$ cat src/hdl/mid4_pkg.sv
// Shared constants and types for the 4x4 matrix inverse and determinant unit.
`default_nettype none
package mid4_pkg;
	localparam int DIM       = 4;
	localparam int FRAC_BITS = 16;
	localparam int ELEM_W    = 32;
	localparam int ACC_W     = 64;
	localparam int IDX_W     = $clog2(DIM);
	localparam int ADDR_W    = $clog2(DIM * DIM);
	localparam int NUM_W     = ACC_W + FRAC_BITS;
	localparam int DCNT_W    = $clog2(NUM_W + 1);

	// Operands of one multiply-accumulate pass.
	typedef struct packed {
		logic signed [ELEM_W-1:0] e;
		logic signed [ACC_W-1:0]  v;
		logic                     flip;
		logic signed [ACC_W-1:0]  acc;
	} mac_op_t;
endpackage
`default_nettype wire

$ cat src/hdl/mid4_div.sv
// Restoring divider, one quotient bit per cycle: (num << FRAC_BITS) / den, saturated.
`default_nettype none
module mid4_div import mid4_pkg::*; (
	input  wire logic                     clk,
	input  wire logic                     arst_n,
	input  wire logic                     start,
	input  wire logic signed [ACC_W-1:0]  num,
	input  wire logic signed [ACC_W-1:0]  den,
	input  wire logic                     negate,
	output logic                          done,
	output logic signed [ELEM_W-1:0]      quo
);
	typedef enum logic [2:0] {
		D_IDLE = 3'b001,
		D_RUN  = 3'b010,
		D_FIN  = 3'b100
	} dstate_t;

	dstate_t              state_q;
	logic [NUM_W-1:0]     n_q;
	logic [ACC_W-1:0]     d_q;
	logic [ACC_W-1:0]     r_q;
	logic [ELEM_W-1:0]    q_q;
	logic                 ovf_q;
	logic                 neg_q;
	logic [DCNT_W-1:0]    cnt_q;
	logic                 done_q;
	logic [ELEM_W-1:0]    quo_q;

	logic [ACC_W:0]       rr;
	logic                 ge;
	logic [ACC_W:0]       rdiff;
	logic [ACC_W-1:0]     num_mag;

	assign num_mag = num[ACC_W-1] ? ACC_W'(-num) : num;
	assign rr      = {r_q, n_q[NUM_W-1]};
	assign ge      = rr >= {1'b0, d_q};
	assign rdiff   = rr - {1'b0, d_q};

	always_ff @(posedge clk or negedge arst_n) begin
		if (!arst_n) begin
			state_q <= D_IDLE;
			done_q  <= 1'b0;
		end else begin
			done_q <= 1'b0;
			unique case (state_q)
				D_IDLE: if (start) state_q <= D_RUN;
				D_RUN:  if (cnt_q == DCNT_W'(1)) state_q <= D_FIN;
				D_FIN: begin
					state_q <= D_IDLE;
					done_q  <= 1'b1;
				end
				default: state_q <= D_IDLE;
			endcase
		end
	end

	always_ff @(posedge clk) begin
		if (state_q == D_IDLE && start) begin
			n_q   <= {num_mag, {FRAC_BITS{1'b0}}};
			d_q   <= den[ACC_W-1] ? ACC_W'(-den) : den;
			neg_q <= num[ACC_W-1] ^ den[ACC_W-1] ^ negate;
			r_q   <= '0;
			q_q   <= '0;
			ovf_q <= 1'b0;
			cnt_q <= DCNT_W'(NUM_W);
		end
		if (state_q == D_RUN) begin
			r_q   <= ge ? rdiff[ACC_W-1:0] : rr[ACC_W-1:0];
			q_q   <= {q_q[ELEM_W-2:0], ge};
			ovf_q <= ovf_q | q_q[ELEM_W-1];
			n_q   <= {n_q[NUM_W-2:0], 1'b0};
			cnt_q <= cnt_q - DCNT_W'(1);
		end
		if (state_q == D_FIN) begin
			if (ovf_q || q_q[ELEM_W-1])
				quo_q <= neg_q ? {1'b1, {(ELEM_W-1){1'b0}}} : {1'b0, {(ELEM_W-1){1'b1}}};
			else
				quo_q <= neg_q ? ELEM_W'(-q_q) : q_q;
		end
	end

	assign done = done_q;
	assign quo  = quo_q;
endmodule
`default_nettype wire

$ cat config.mk
export PLATFORM = sky130hd
export DESIGN_NAME = mid4_div
export DESIGN_NICKNAME = d
export VERILOG_FILES = /design/src/hdl/mid4_pkg.sv /design/src/hdl/mid4_div.sv
export SDC_FILE = /design/constraint.sdc
export NUM_CORES = 1
export LEC_CHECK = 0
export ABC_AREA = 1
export BUFFER_PORTS_ARGS = -buffer_cell sky130_fd_sc_hd__buf_4
export CAP_MARGIN = 20
export CORE_MARGIN = 3
export CORE_UTILIZATION = 55
export DETAILED_ROUTE_END_ITERATION = 10
export GPL_TIMING_DRIVEN = 1
export PLACE_DENSITY = 0.82
export SLEW_MARGIN = 5
export SYNTH_ARGS = -nofsm -noshare
export SYNTH_HDL_FRONTEND = slang
export SYNTH_SLANG_ARGS = --single-unit
$ cat constraint.sdc
create_clock -name clk -period 12.1 [get_ports clk]
set_input_delay 0.605 -clock clk [delete_from_list [all_inputs] [get_ports clk]]
set_output_delay 0.605 -clock clk [all_outputs]
set_load 0.02 [all_outputs]
==> impl_results.md <==
* Tcrit/Tclk final at 33.1%
* Per-cell routed wire length at 16.6 um
* Root Buffer: clkbuf_16
* Final Hold Fails at 0
* Post-synth top flop: edfxtp_1
* Area Overhead vs Synth at 12.6%
* GRT Total Usage at about 30%
* Reg clk slew, reported paths at 0.06 ns
* Least-Margin Pin Slew at 0.971 ns
* Metal3 WL at 6200 um
* Final TNS setup at 0 ns
* Reg2Reg Setup Slack at 8.09 ns
* Max-cap viol count at 0
* Initial DRC count at 2315
* Number of fillers in the final layout at 3559
* Netlist cell types at 42
* Slowest-stage cell, CP: buf_4
* Cts hold-fix bufs at 1
* Pleak at 12.3 nW
* Initial antenna violation count at 4
* Crit Path Max Fanout at 84
* Die Span X at 205 um
* Worst R2R Path Depth at 10
* CP Capture Type: register
* Routed WL at roughly 66000 um
* Critical Path RT at 12.34 ns
* CP Class: reg -> reg
* Clock Latency Late Sink at about 0.59 ns
* DRC viols at 0
* Detail Route Antenna Nets at 0
* CP arrival at roughly 4.3 ns
* Nets at 3622
* Post-layout total power at roughly 7.0 mW
* Syn nets at around 3.5k
* Ys Warns at 0
* Final slew viol count at 0
* First-pass GRT wire length at 103000 um
* Row cnt at 72
* Crit path to: r_q[18]$_SDFFCE_PN0P_
* Worst-case clock buffer depth at 3
* Status: completed
* Cts repair resizes at 0
* Crit path from: state_q[0]$_DFFE_PN1P_
* Routed vias at 21.3k
* Pwr dens at 285 nW/um^2
* Max VDD drop at a little over 200 uV
* Top-area cell type share of the netlist area at 36.4%
* Post-synth ARST share at 1.49%
* Yosys top cell by area: edfxtp_1
* Avg Cell Area, Syn at 6.68 um^2
* FF+latch count, synth at between 200 and 300
* Cts bufs inserted at 30
* Met1 WL at a little under 30000 um
* Initial Util at between 50 and 60%
* Capture point of the worst reg-to-reg path: r_q[18]$_SDFFCE_PN0P_
* Layout cells sized above 1 at 8.54%
* Final GP Congestion at 1.02
* Ordered cell list for the critical path: nor3_4 > buf_4 > inv_2 > a41oi_1 > nor3_2 > buf_4 > nor2_1 > inv_6 > buf_4 > buf_16
* HP Class: in -> reg
* Met2 WL post-DR at 28300 um
* Setup crit start kind: register
* Max-slew headroom at around a third
* Top achievable clock speed at around 250 MHz
* Total congestion overflow at 0
* Input/output buffers at 164
* Setup bufs post-CTS at 0
* Minimum clock period at approximately 4 ns
* Top post-synthesis cells by count: nand2_1, inv_1, nor2_1
* Number of diodes at 0
* Synth area leaders: edfxtp_1, nand2_1, inv_1
* Top Layer Used: met4
* CTS tree: built
* Fin Clk Skew at between 0.015 and 0.02 ns
* Max stage delay on crit path at 0.70 ns
* Final HPWL DP at approximately 51000 um
* Via density at 5.37
* CTS Sinks at 269
* RSZ-0062 raised after global routing: no
* Post-synthesis sequential area ratio at a little under two fifths
* Critical register-to-register path startpoint: state_q[0]$_DFFE_PN1P_
* Die area at 42200 um^2
* # IOs at roughly 170
* Post-synthesis cell count at 3276
* Number of global-route vias before repair at 19.3k
* Die Ht at about 200 um
* Core Area at between 30000 and 40000 um^2
* Most frequent cell after synthesis: nand2_1
* Final Setup Violations at 0
* Syn Std Cell Area at 21900 um^2
* Largest net degree at the start of global routing at 95
* Htree depth at 1
* TritonRoute pass-1 iters at 8
* EDFF count, synth at 265
* Crit-path most repeated cell: buf_4
-- routing by layer --
metal  track usage, %  up-vias
li1                 -    10500
met1             46.6     9680
met2             46.5      983
met3             4.75      106
met4             7.25        0
met5                0        -
-- placed cells by master (no fill, tap or decap), types with 29 or more instances in the layout --
cell type  netlist  layout
nand2_1       1067    1067
inv_1          601     600
nor2_1         466     466
edfxtp_1       265     265
buf_4            0     174
nand3_1        161     161
xor2_1         118     118
o21ai_0         91      91
ha_1            69      69
a21oi_1         67      67
nand3b_1        63      63
nor3_1          51      49
nand4_1         48      48
clkbuf_16        0      30
nor2_2          29      29
-- flip-flops by register name, summed over array words and instances (netlist names) --
| name | flops |
|---|---|
| quo | 32 |
| done | 1 |
| state_q | 3 |
| d_q | 64 |
| cnt_q | 7 |
| neg_q | 1 |
| r_q | 64 |
| n_q | 64 |
| ovf_q | 1 |
| q_q | 32 |
-- metrics by stage --
stage	hold WS, ns	worst slack, ns	instances	util, %	area [um^2]
after CTS	0.223	7.70	3961	63.1	24600
final	0.245	8.09	3962	63.2	24600
after global placement	0.405	7.80	3903	60.4	23500
after floorplan	0.309	2.66	3276	-	21900
after global routing	0.243	7.73	3962	63.2	24600
after detailed placement	0.405	7.70	3904	60.4	23600
-- worst min path at each step --
stage,start,to,depth (start not counted)
5_1_grt,den[0],d_q[0]$_DFFE_PP_,1
3_3_place_gp,arst_n,done$_DFF_PN0_,1
6_report,den[0],d_q[0]$_DFFE_PP_,1
4_1_cts,den[0],d_q[0]$_DFFE_PP_,1
2_1_floorplan,arst_n,done$_DFF_PN0_,0
3_5_place_dp,arst_n,done$_DFF_PN0_,1
-- cell type report --
cell class	count	area [um^2]	area share [%]
multi-input combinational	2330	11200	45.6
sequential	269	8060	32.7
inverter	612	2300	9.34
timing repair buffer	177	1360	5.54
clock buffer	39	845	3.43
tap	518	648	2.63
clock inverter	17	191	0.777
-- power breakdown --
group | switching, mW | leakage [nW] | total [mW] | internal (mW)
sequential | 0.179 | 2.59 | 1.86 | 1.68
clock | 0.393 | 0.502 | 0.949 | 0.556
combinational | 2.95 | 9.19 | 4.20 | 1.25
-- critical path, delay by kind of cell, from the launching register on --
kind	cells	cell delay, ns
DFF	1	0.58
and+or+nand+nor	3	0.43
buffers and inverters	6	2.46
AOI/OAI and AO/OA	1	0.08
-- cells by family (layout without fill, tap and decap cells) --
group / after synthesis / in the layout / share of synthesized area [%]
compound gates: 191 / 191 / 4.68
xor+xnor: 137 / 137 / 5.48
flops: 269 / 269 / 36.8
simple gates: 1932 / 1932 / 37.0
buf+inv: 677 / 845 / 11.9
fa+ha+maj: 70 / 70 / 4.04
(Power assumes the default switching activity.)
