### src/hdl/mid4_pkg.sv
// Shared constants and types for the 4x4 matrix inverse and determinant unit.
`default_nettype none
package mid4_pkg;
	localparam int DIM       = 4;
	localparam int FRAC_BITS = 16;
	localparam int ELEM_W    = 32;
	localparam int ACC_W     = 64;
	localparam int IDX_W     = $clog2(DIM);
	localparam int ADDR_W    = $clog2(DIM * DIM);
	localparam int NUM_W     = ACC_W + FRAC_BITS;
	localparam int DCNT_W    = $clog2(NUM_W + 1);

	// Operands of one multiply-accumulate pass.
	typedef struct packed {
		logic signed [ELEM_W-1:0] e;
		logic signed [ACC_W-1:0]  v;
		logic                     flip;
		logic signed [ACC_W-1:0]  acc;
	} mac_op_t;
endpackage
`default_nettype wire

### src/hdl/mid4_mac.sv
// Shared multiply-accumulate unit: acc + (e * v) >> FRAC_BITS, with saturation.
`default_nettype none
module mid4_mac import mid4_pkg::*; (
	input  wire logic                    clk,
	input  wire logic                    arst_n,
	input  wire logic                    start,
	input  wire mac_op_t                 op,
	output logic                         done,
	output logic signed [ACC_W-1:0]      res
);
	typedef enum logic [4:0] {
		M_IDLE  = 5'b00001,
		M_LO    = 5'b00010,
		M_HI    = 5'b00100,
		M_SHIFT = 5'b01000,
		M_ADD   = 5'b10000
	} mstate_t;

	mstate_t                  state_q;
	logic [ELEM_W-1:0]        ae_q;
	logic [ACC_W-1:0]         av_q;
	logic                     neg_q;
	logic signed [ACC_W-1:0]  acc_q;
	logic [2*ELEM_W-1:0]      p0_q, p1_q;
	logic signed [ACC_W-1:0]  prod_q;
	logic signed [ACC_W-1:0]  res_q;
	logic                     done_q;

	logic [ELEM_W-1:0]        mul_b;
	logic [2*ELEM_W-1:0]      mul_p;
	logic [ACC_W+ELEM_W-1:0]  sum96;
	logic [ACC_W-1:0]         mlo;
	logic                     mhi_nz;
	logic signed [ACC_W-1:0]  prod_d;
	logic [ACC_W:0]           ssum;

	// One 32x32 multiplier serves both halves of the wide operand.
	assign mul_b = (state_q == M_LO) ? av_q[ELEM_W-1:0] : av_q[ACC_W-1:ELEM_W];
	assign mul_p = (2*ELEM_W)'(ae_q) * (2*ELEM_W)'(mul_b);

	assign sum96  = {{ELEM_W{1'b0}}, p0_q} + {p1_q, {ELEM_W{1'b0}}};
	assign mlo    = sum96[FRAC_BITS +: ACC_W];
	assign mhi_nz = |sum96[ACC_W+ELEM_W-1:ACC_W+FRAC_BITS];

	always_comb begin
		if (neg_q) begin
			if (mhi_nz || (mlo > {1'b1, {(ACC_W-1){1'b0}}}))
				prod_d = {1'b1, {(ACC_W-1){1'b0}}};
			else
				prod_d = ACC_W'(-mlo);
		end else begin
			if (mhi_nz || mlo[ACC_W-1])
				prod_d = {1'b0, {(ACC_W-1){1'b1}}};
			else
				prod_d = mlo;
		end
	end

	assign ssum = {acc_q[ACC_W-1], acc_q} + {prod_q[ACC_W-1], prod_q};

	always_ff @(posedge clk or negedge arst_n) begin
		if (!arst_n) begin
			state_q <= M_IDLE;
			done_q  <= 1'b0;
		end else begin
			done_q <= 1'b0;
			unique case (state_q)
				M_IDLE:  if (start) state_q <= M_LO;
				M_LO:    state_q <= M_HI;
				M_HI:    state_q <= M_SHIFT;
				M_SHIFT: state_q <= M_ADD;
				M_ADD: begin
					state_q <= M_IDLE;
					done_q  <= 1'b1;
				end
				default: state_q <= M_IDLE;
			endcase
		end
	end

	always_ff @(posedge clk) begin
		if (state_q == M_IDLE && start) begin
			ae_q  <= op.e[ELEM_W-1] ? ELEM_W'(-op.e) : op.e;
			av_q  <= op.v[ACC_W-1] ? ACC_W'(-op.v) : op.v;
			neg_q <= op.e[ELEM_W-1] ^ op.v[ACC_W-1] ^ op.flip;
			acc_q <= op.acc;
		end
		if (state_q == M_LO)
			p0_q <= mul_p;
		if (state_q == M_HI)
			p1_q <= mul_p;
		if (state_q == M_SHIFT)
			prod_q <= prod_d;
		if (state_q == M_ADD) begin
			if (ssum[ACC_W] != ssum[ACC_W-1])
				res_q <= ssum[ACC_W] ? {1'b1, {(ACC_W-1){1'b0}}} : {1'b0, {(ACC_W-1){1'b1}}};
			else
				res_q <= ssum[ACC_W-1:0];
		end
	end

	assign done = done_q;
	assign res  = res_q;
endmodule
`default_nettype wire

### config.mk
export PLATFORM = sky130hd
export DESIGN_NAME = mid4_mac
export DESIGN_NICKNAME = d
export VERILOG_FILES = /design/src/hdl/mid4_pkg.sv /design/src/hdl/mid4_mac.sv
export SDC_FILE = /design/constraint.sdc
export NUM_CORES = 2
export LEC_CHECK = 0
export ABC_AREA = 1
export BUFFER_PORTS_ARGS = -buffer_cell sky130_fd_sc_hd__buf_2
export CAP_MARGIN = 20
export CORE_AREA = 4 4 481 388
export CTS_CLUSTER_SIZE = 12
export DETAILED_ROUTE_END_ITERATION = 8
export DIE_AREA = 0 0 485 392
export PLACE_DENSITY = 0.56
export SLEW_MARGIN = 20
export SYNTH_ARGS = -nofsm -noshare
export SYNTH_HDL_FRONTEND = slang
export SYNTH_SLANG_ARGS = --single-unit
### constraint.sdc
create_clock -name clk -period 11.12 [get_ports clk]
set_input_delay 1.668 -clock clk [delete_from_list [all_inputs] [get_ports clk]]
set_output_delay 1.668 -clock clk [all_outputs]
set_load 0.02 [all_outputs]
==> impl_metrics.tcl <==
set metrics [dict create \
    clockRootBuffer "clkbuf_16" \
    ant_nets 0 \
    grt_usage_pct 22.8 \
    yosysMostFrequentCell "nand2_1" \
    status "finished, final reports clean" \
    cts_buffer_depth 3 \
    synth-seq-area-share_pct 20.5 \
    crit_top_cell "fa_1" \
    crit_required_ns 11.50 \
    num_rows 140 \
    synth-edff-count 401 \
    syn-num-nets 8770 \
    r2r-end "p1_q[58]" \
    cts_buffers 46 \
    synth_area_leaders "fa_1 30%, edfxtp_1 20%, nand2_1 9.2%" \
    synth_top_area_share_pct 30.2 \
    synth-compound-area-share_pct 5.81 \
    slew_violations 0 \
    cap_violations 0 \
    rr_startpoint "state_q[3]" \
    ys_types 54 \
    areaGrowthSynthToFinish_pct 9.37 \
    clock-sinks 407 \
    grt_max_degree 66 \
    hold_start "state_q[3]" \
    crit_path_start "state_q[3]" \
    synth_ff_type "edfxtp_1" \
    drt-pass1-iter-count 6 \
    antenna_found_initial 6 \
    hpwl_mm 178 \
    via_per_inst 5.03 \
    pin_count 229 \
    layout-drive-gt1-share_pct 6.86 \
    setup_viol 0 \
    post_cts_buffers 0 \
    place_area_sq_mm 0.0637 \
    crit_type "flip-flop to flip-flop" \
    wl_per_cell_um 21.9 \
    synthCells 7346 \
    cts_hold_buf 0 \
    start_kind "flip-flop" \
    coreArea_sq_mm 0.181 \
    htree_levels 2 \
    fillers 19100 \
    rsz0062_at_grt "no" \
    fp.dieArea_sq_mm 0.190 \
    clock_latency_ns 0.68 \
    final_hold_viol_count 0 \
    crit_fanout 32 \
    routed_wl_mm 218 \
    finalSetupTns_ns 0 \
    muxShareOfSynthArea_pct 0 \
    cts_resized 0 \
    cp-end-kind "flip-flop" \
    chipHeight_um 392 \
    dr.first_iter.drc_count 4129 \
    final_cells 9954 \
    drc 0 \
    yosys_register_bits 407 \
    min_path_cells 1 \
    clk_pin_slew_ns 0.09 \
    reg2reg_slack_ns 1.09 \
    final_util_pct 35.9 \
    critPathMaxStageDelay_ns 0.73 \
    cp.arrival_ns 10.41 \
    netlist_area_sq_mm 0.0596 \
    design_area_sq_mm 0.0652 \
    grt_pass1_wl_mm 327 \
    grt_overflow 0 \
    worst-r2r-cell-count 31 \
    synth_top_family_by_area "adder cells" \
    finalNetCount 8932 \
    ys_warn_count 0 \
    dp.cells 9872 \
    relSlewSlack_pct 30.0 \
    start_util_pct 32.8 \
    die_w_um 485 \
    whs_endpoint "state_q[3]" \
    synth_top_cell_by_area "fa_1" \
    hp-class "flip-flop to flip-flop" \
    synthAdderAreaFrac_pct 37.8 \
    synthSimpleGateAreaFrac_pct 21.2 \
    synth_common_cells "1463 x nand2_1, 1452 x inv_1, 1110 x nor2_1, 898 x fa_1, 401 x edfxtp_1" \
    avgSynthCellArea_sq_um 8.11 \
    skew_ns 0.0499 \
    cts_tree "done" \
    async_flop_share_pct 1.47 \
    place.port_buffers 228 \
    vias 50000 \
    fmax_mhz 99.7 \
    routabilityCongestion 0.966 \
    synth_xor_area_share_pct 3.91 \
    post-route-period-util_pct 90.2 \
    critPathSlowestCell "clkinv_1" \
    grt_pass1_vias 52000 \
    fin_crit_ns 10.03 \
    worst_slew_pin_slew_ns 1.04 \
]
## critical path: cells and delay by family (launching register included)
kind | cells | cell delay (ns)
and+or+nand+nor | 8 | 1.93
AOI/OAI and AO/OA | 3 | 0.43
DFF | 1 | 0.43
adders and majority gates | 9 | 4.50
xor gates and xnor gates | 1 | 0.15
buffers and inverters | 10 | 2.27
## flip-flops by register name, summed over array words and instances, names as in the netlist, 5 cells and up
signal and cells:
state_q 5, p1_q 64, ae_q 32, acc_q 64, res 64, p0_q 48, av_q 64, prod_q 64
## kinds of logic (layout without fill, tap and decap cells)
family	count (synthesis)	after routing
buf+inv	1702	1892
flops	407	407
other cells	0	4
fa+ha+maj	1260	1260
compound gates	616	616
simple gates	3095	3095
xor+xnor	266	266
## how the worst max path moves through the flow
stage / to / slack (ns) / cells past startpoint
finish: p1_q[58] / 1.09 / 31
global route: p0_q[58] / 0.65 / 31
CTS: p1_q[58] / 1.13 / 32
detailed placement: p0_q[58] / 1.23 / 32
global placement: p0_q[58] / 1.24 / 32
floorplan: p0_q[52] / 2.03 / 31
## cell usage in the layout, fill, tap and decap left out, types with 24 or more instances in the layout
cell       instances
nand2_1         1461
nor4_1            25
a31oi_1           57
nor2_1          1107
buf_4            103
o21ai_0          175
a21oi_1          228
buf_2            228
or2_2             38
nor3_1            77
o21ai_1           24
clkbuf_16         46
clkinv_1          27
edfxtp_1         401
nand3_1          225
fa_1             898
nand4_1           84
ha_1             362
xor2_1           165
xnor2_1          101
inv_1           1449
## routing by layer
metal / wire (um) / GRT usage (%) / up-vias
met2: 96600 / 36.5 / 2107
li1: - / - / 22900
met1: 93100 / 30.5 / 24600
met3: 19400 / 5.28 / 384
met5: 19 / 0 / -
met4: 8760 / 7.56 / 4
## final cells by class
cell class                 instances  area, sq um  area share [%]
timing repair buffer             333         1970            3.02
clock inverter                    20          193           0.296
inverter                        1483         5570            8.54
antenna                            4         10.0          0.0154
multi-input combinational       5237        41100            63.0
sequential                       407        12200            18.7
tap                             2414         3020            4.63
clock buffer                      56         1190            1.82
## per-stage QoR
step           hold WS (ns)  setup WS, ns
6_report              0.520          1.09
5_1_grt               0.574         0.648
4_1_cts               0.518          1.13
3_5_place_dp          0.499          1.23
3_3_place_gp          0.499          1.24
2_1_floorplan         0.456          2.03
Power is left out: the tool's default activity adds up to more than one toggle a clock period on the data nets, which glitch-free logic cannot reach.
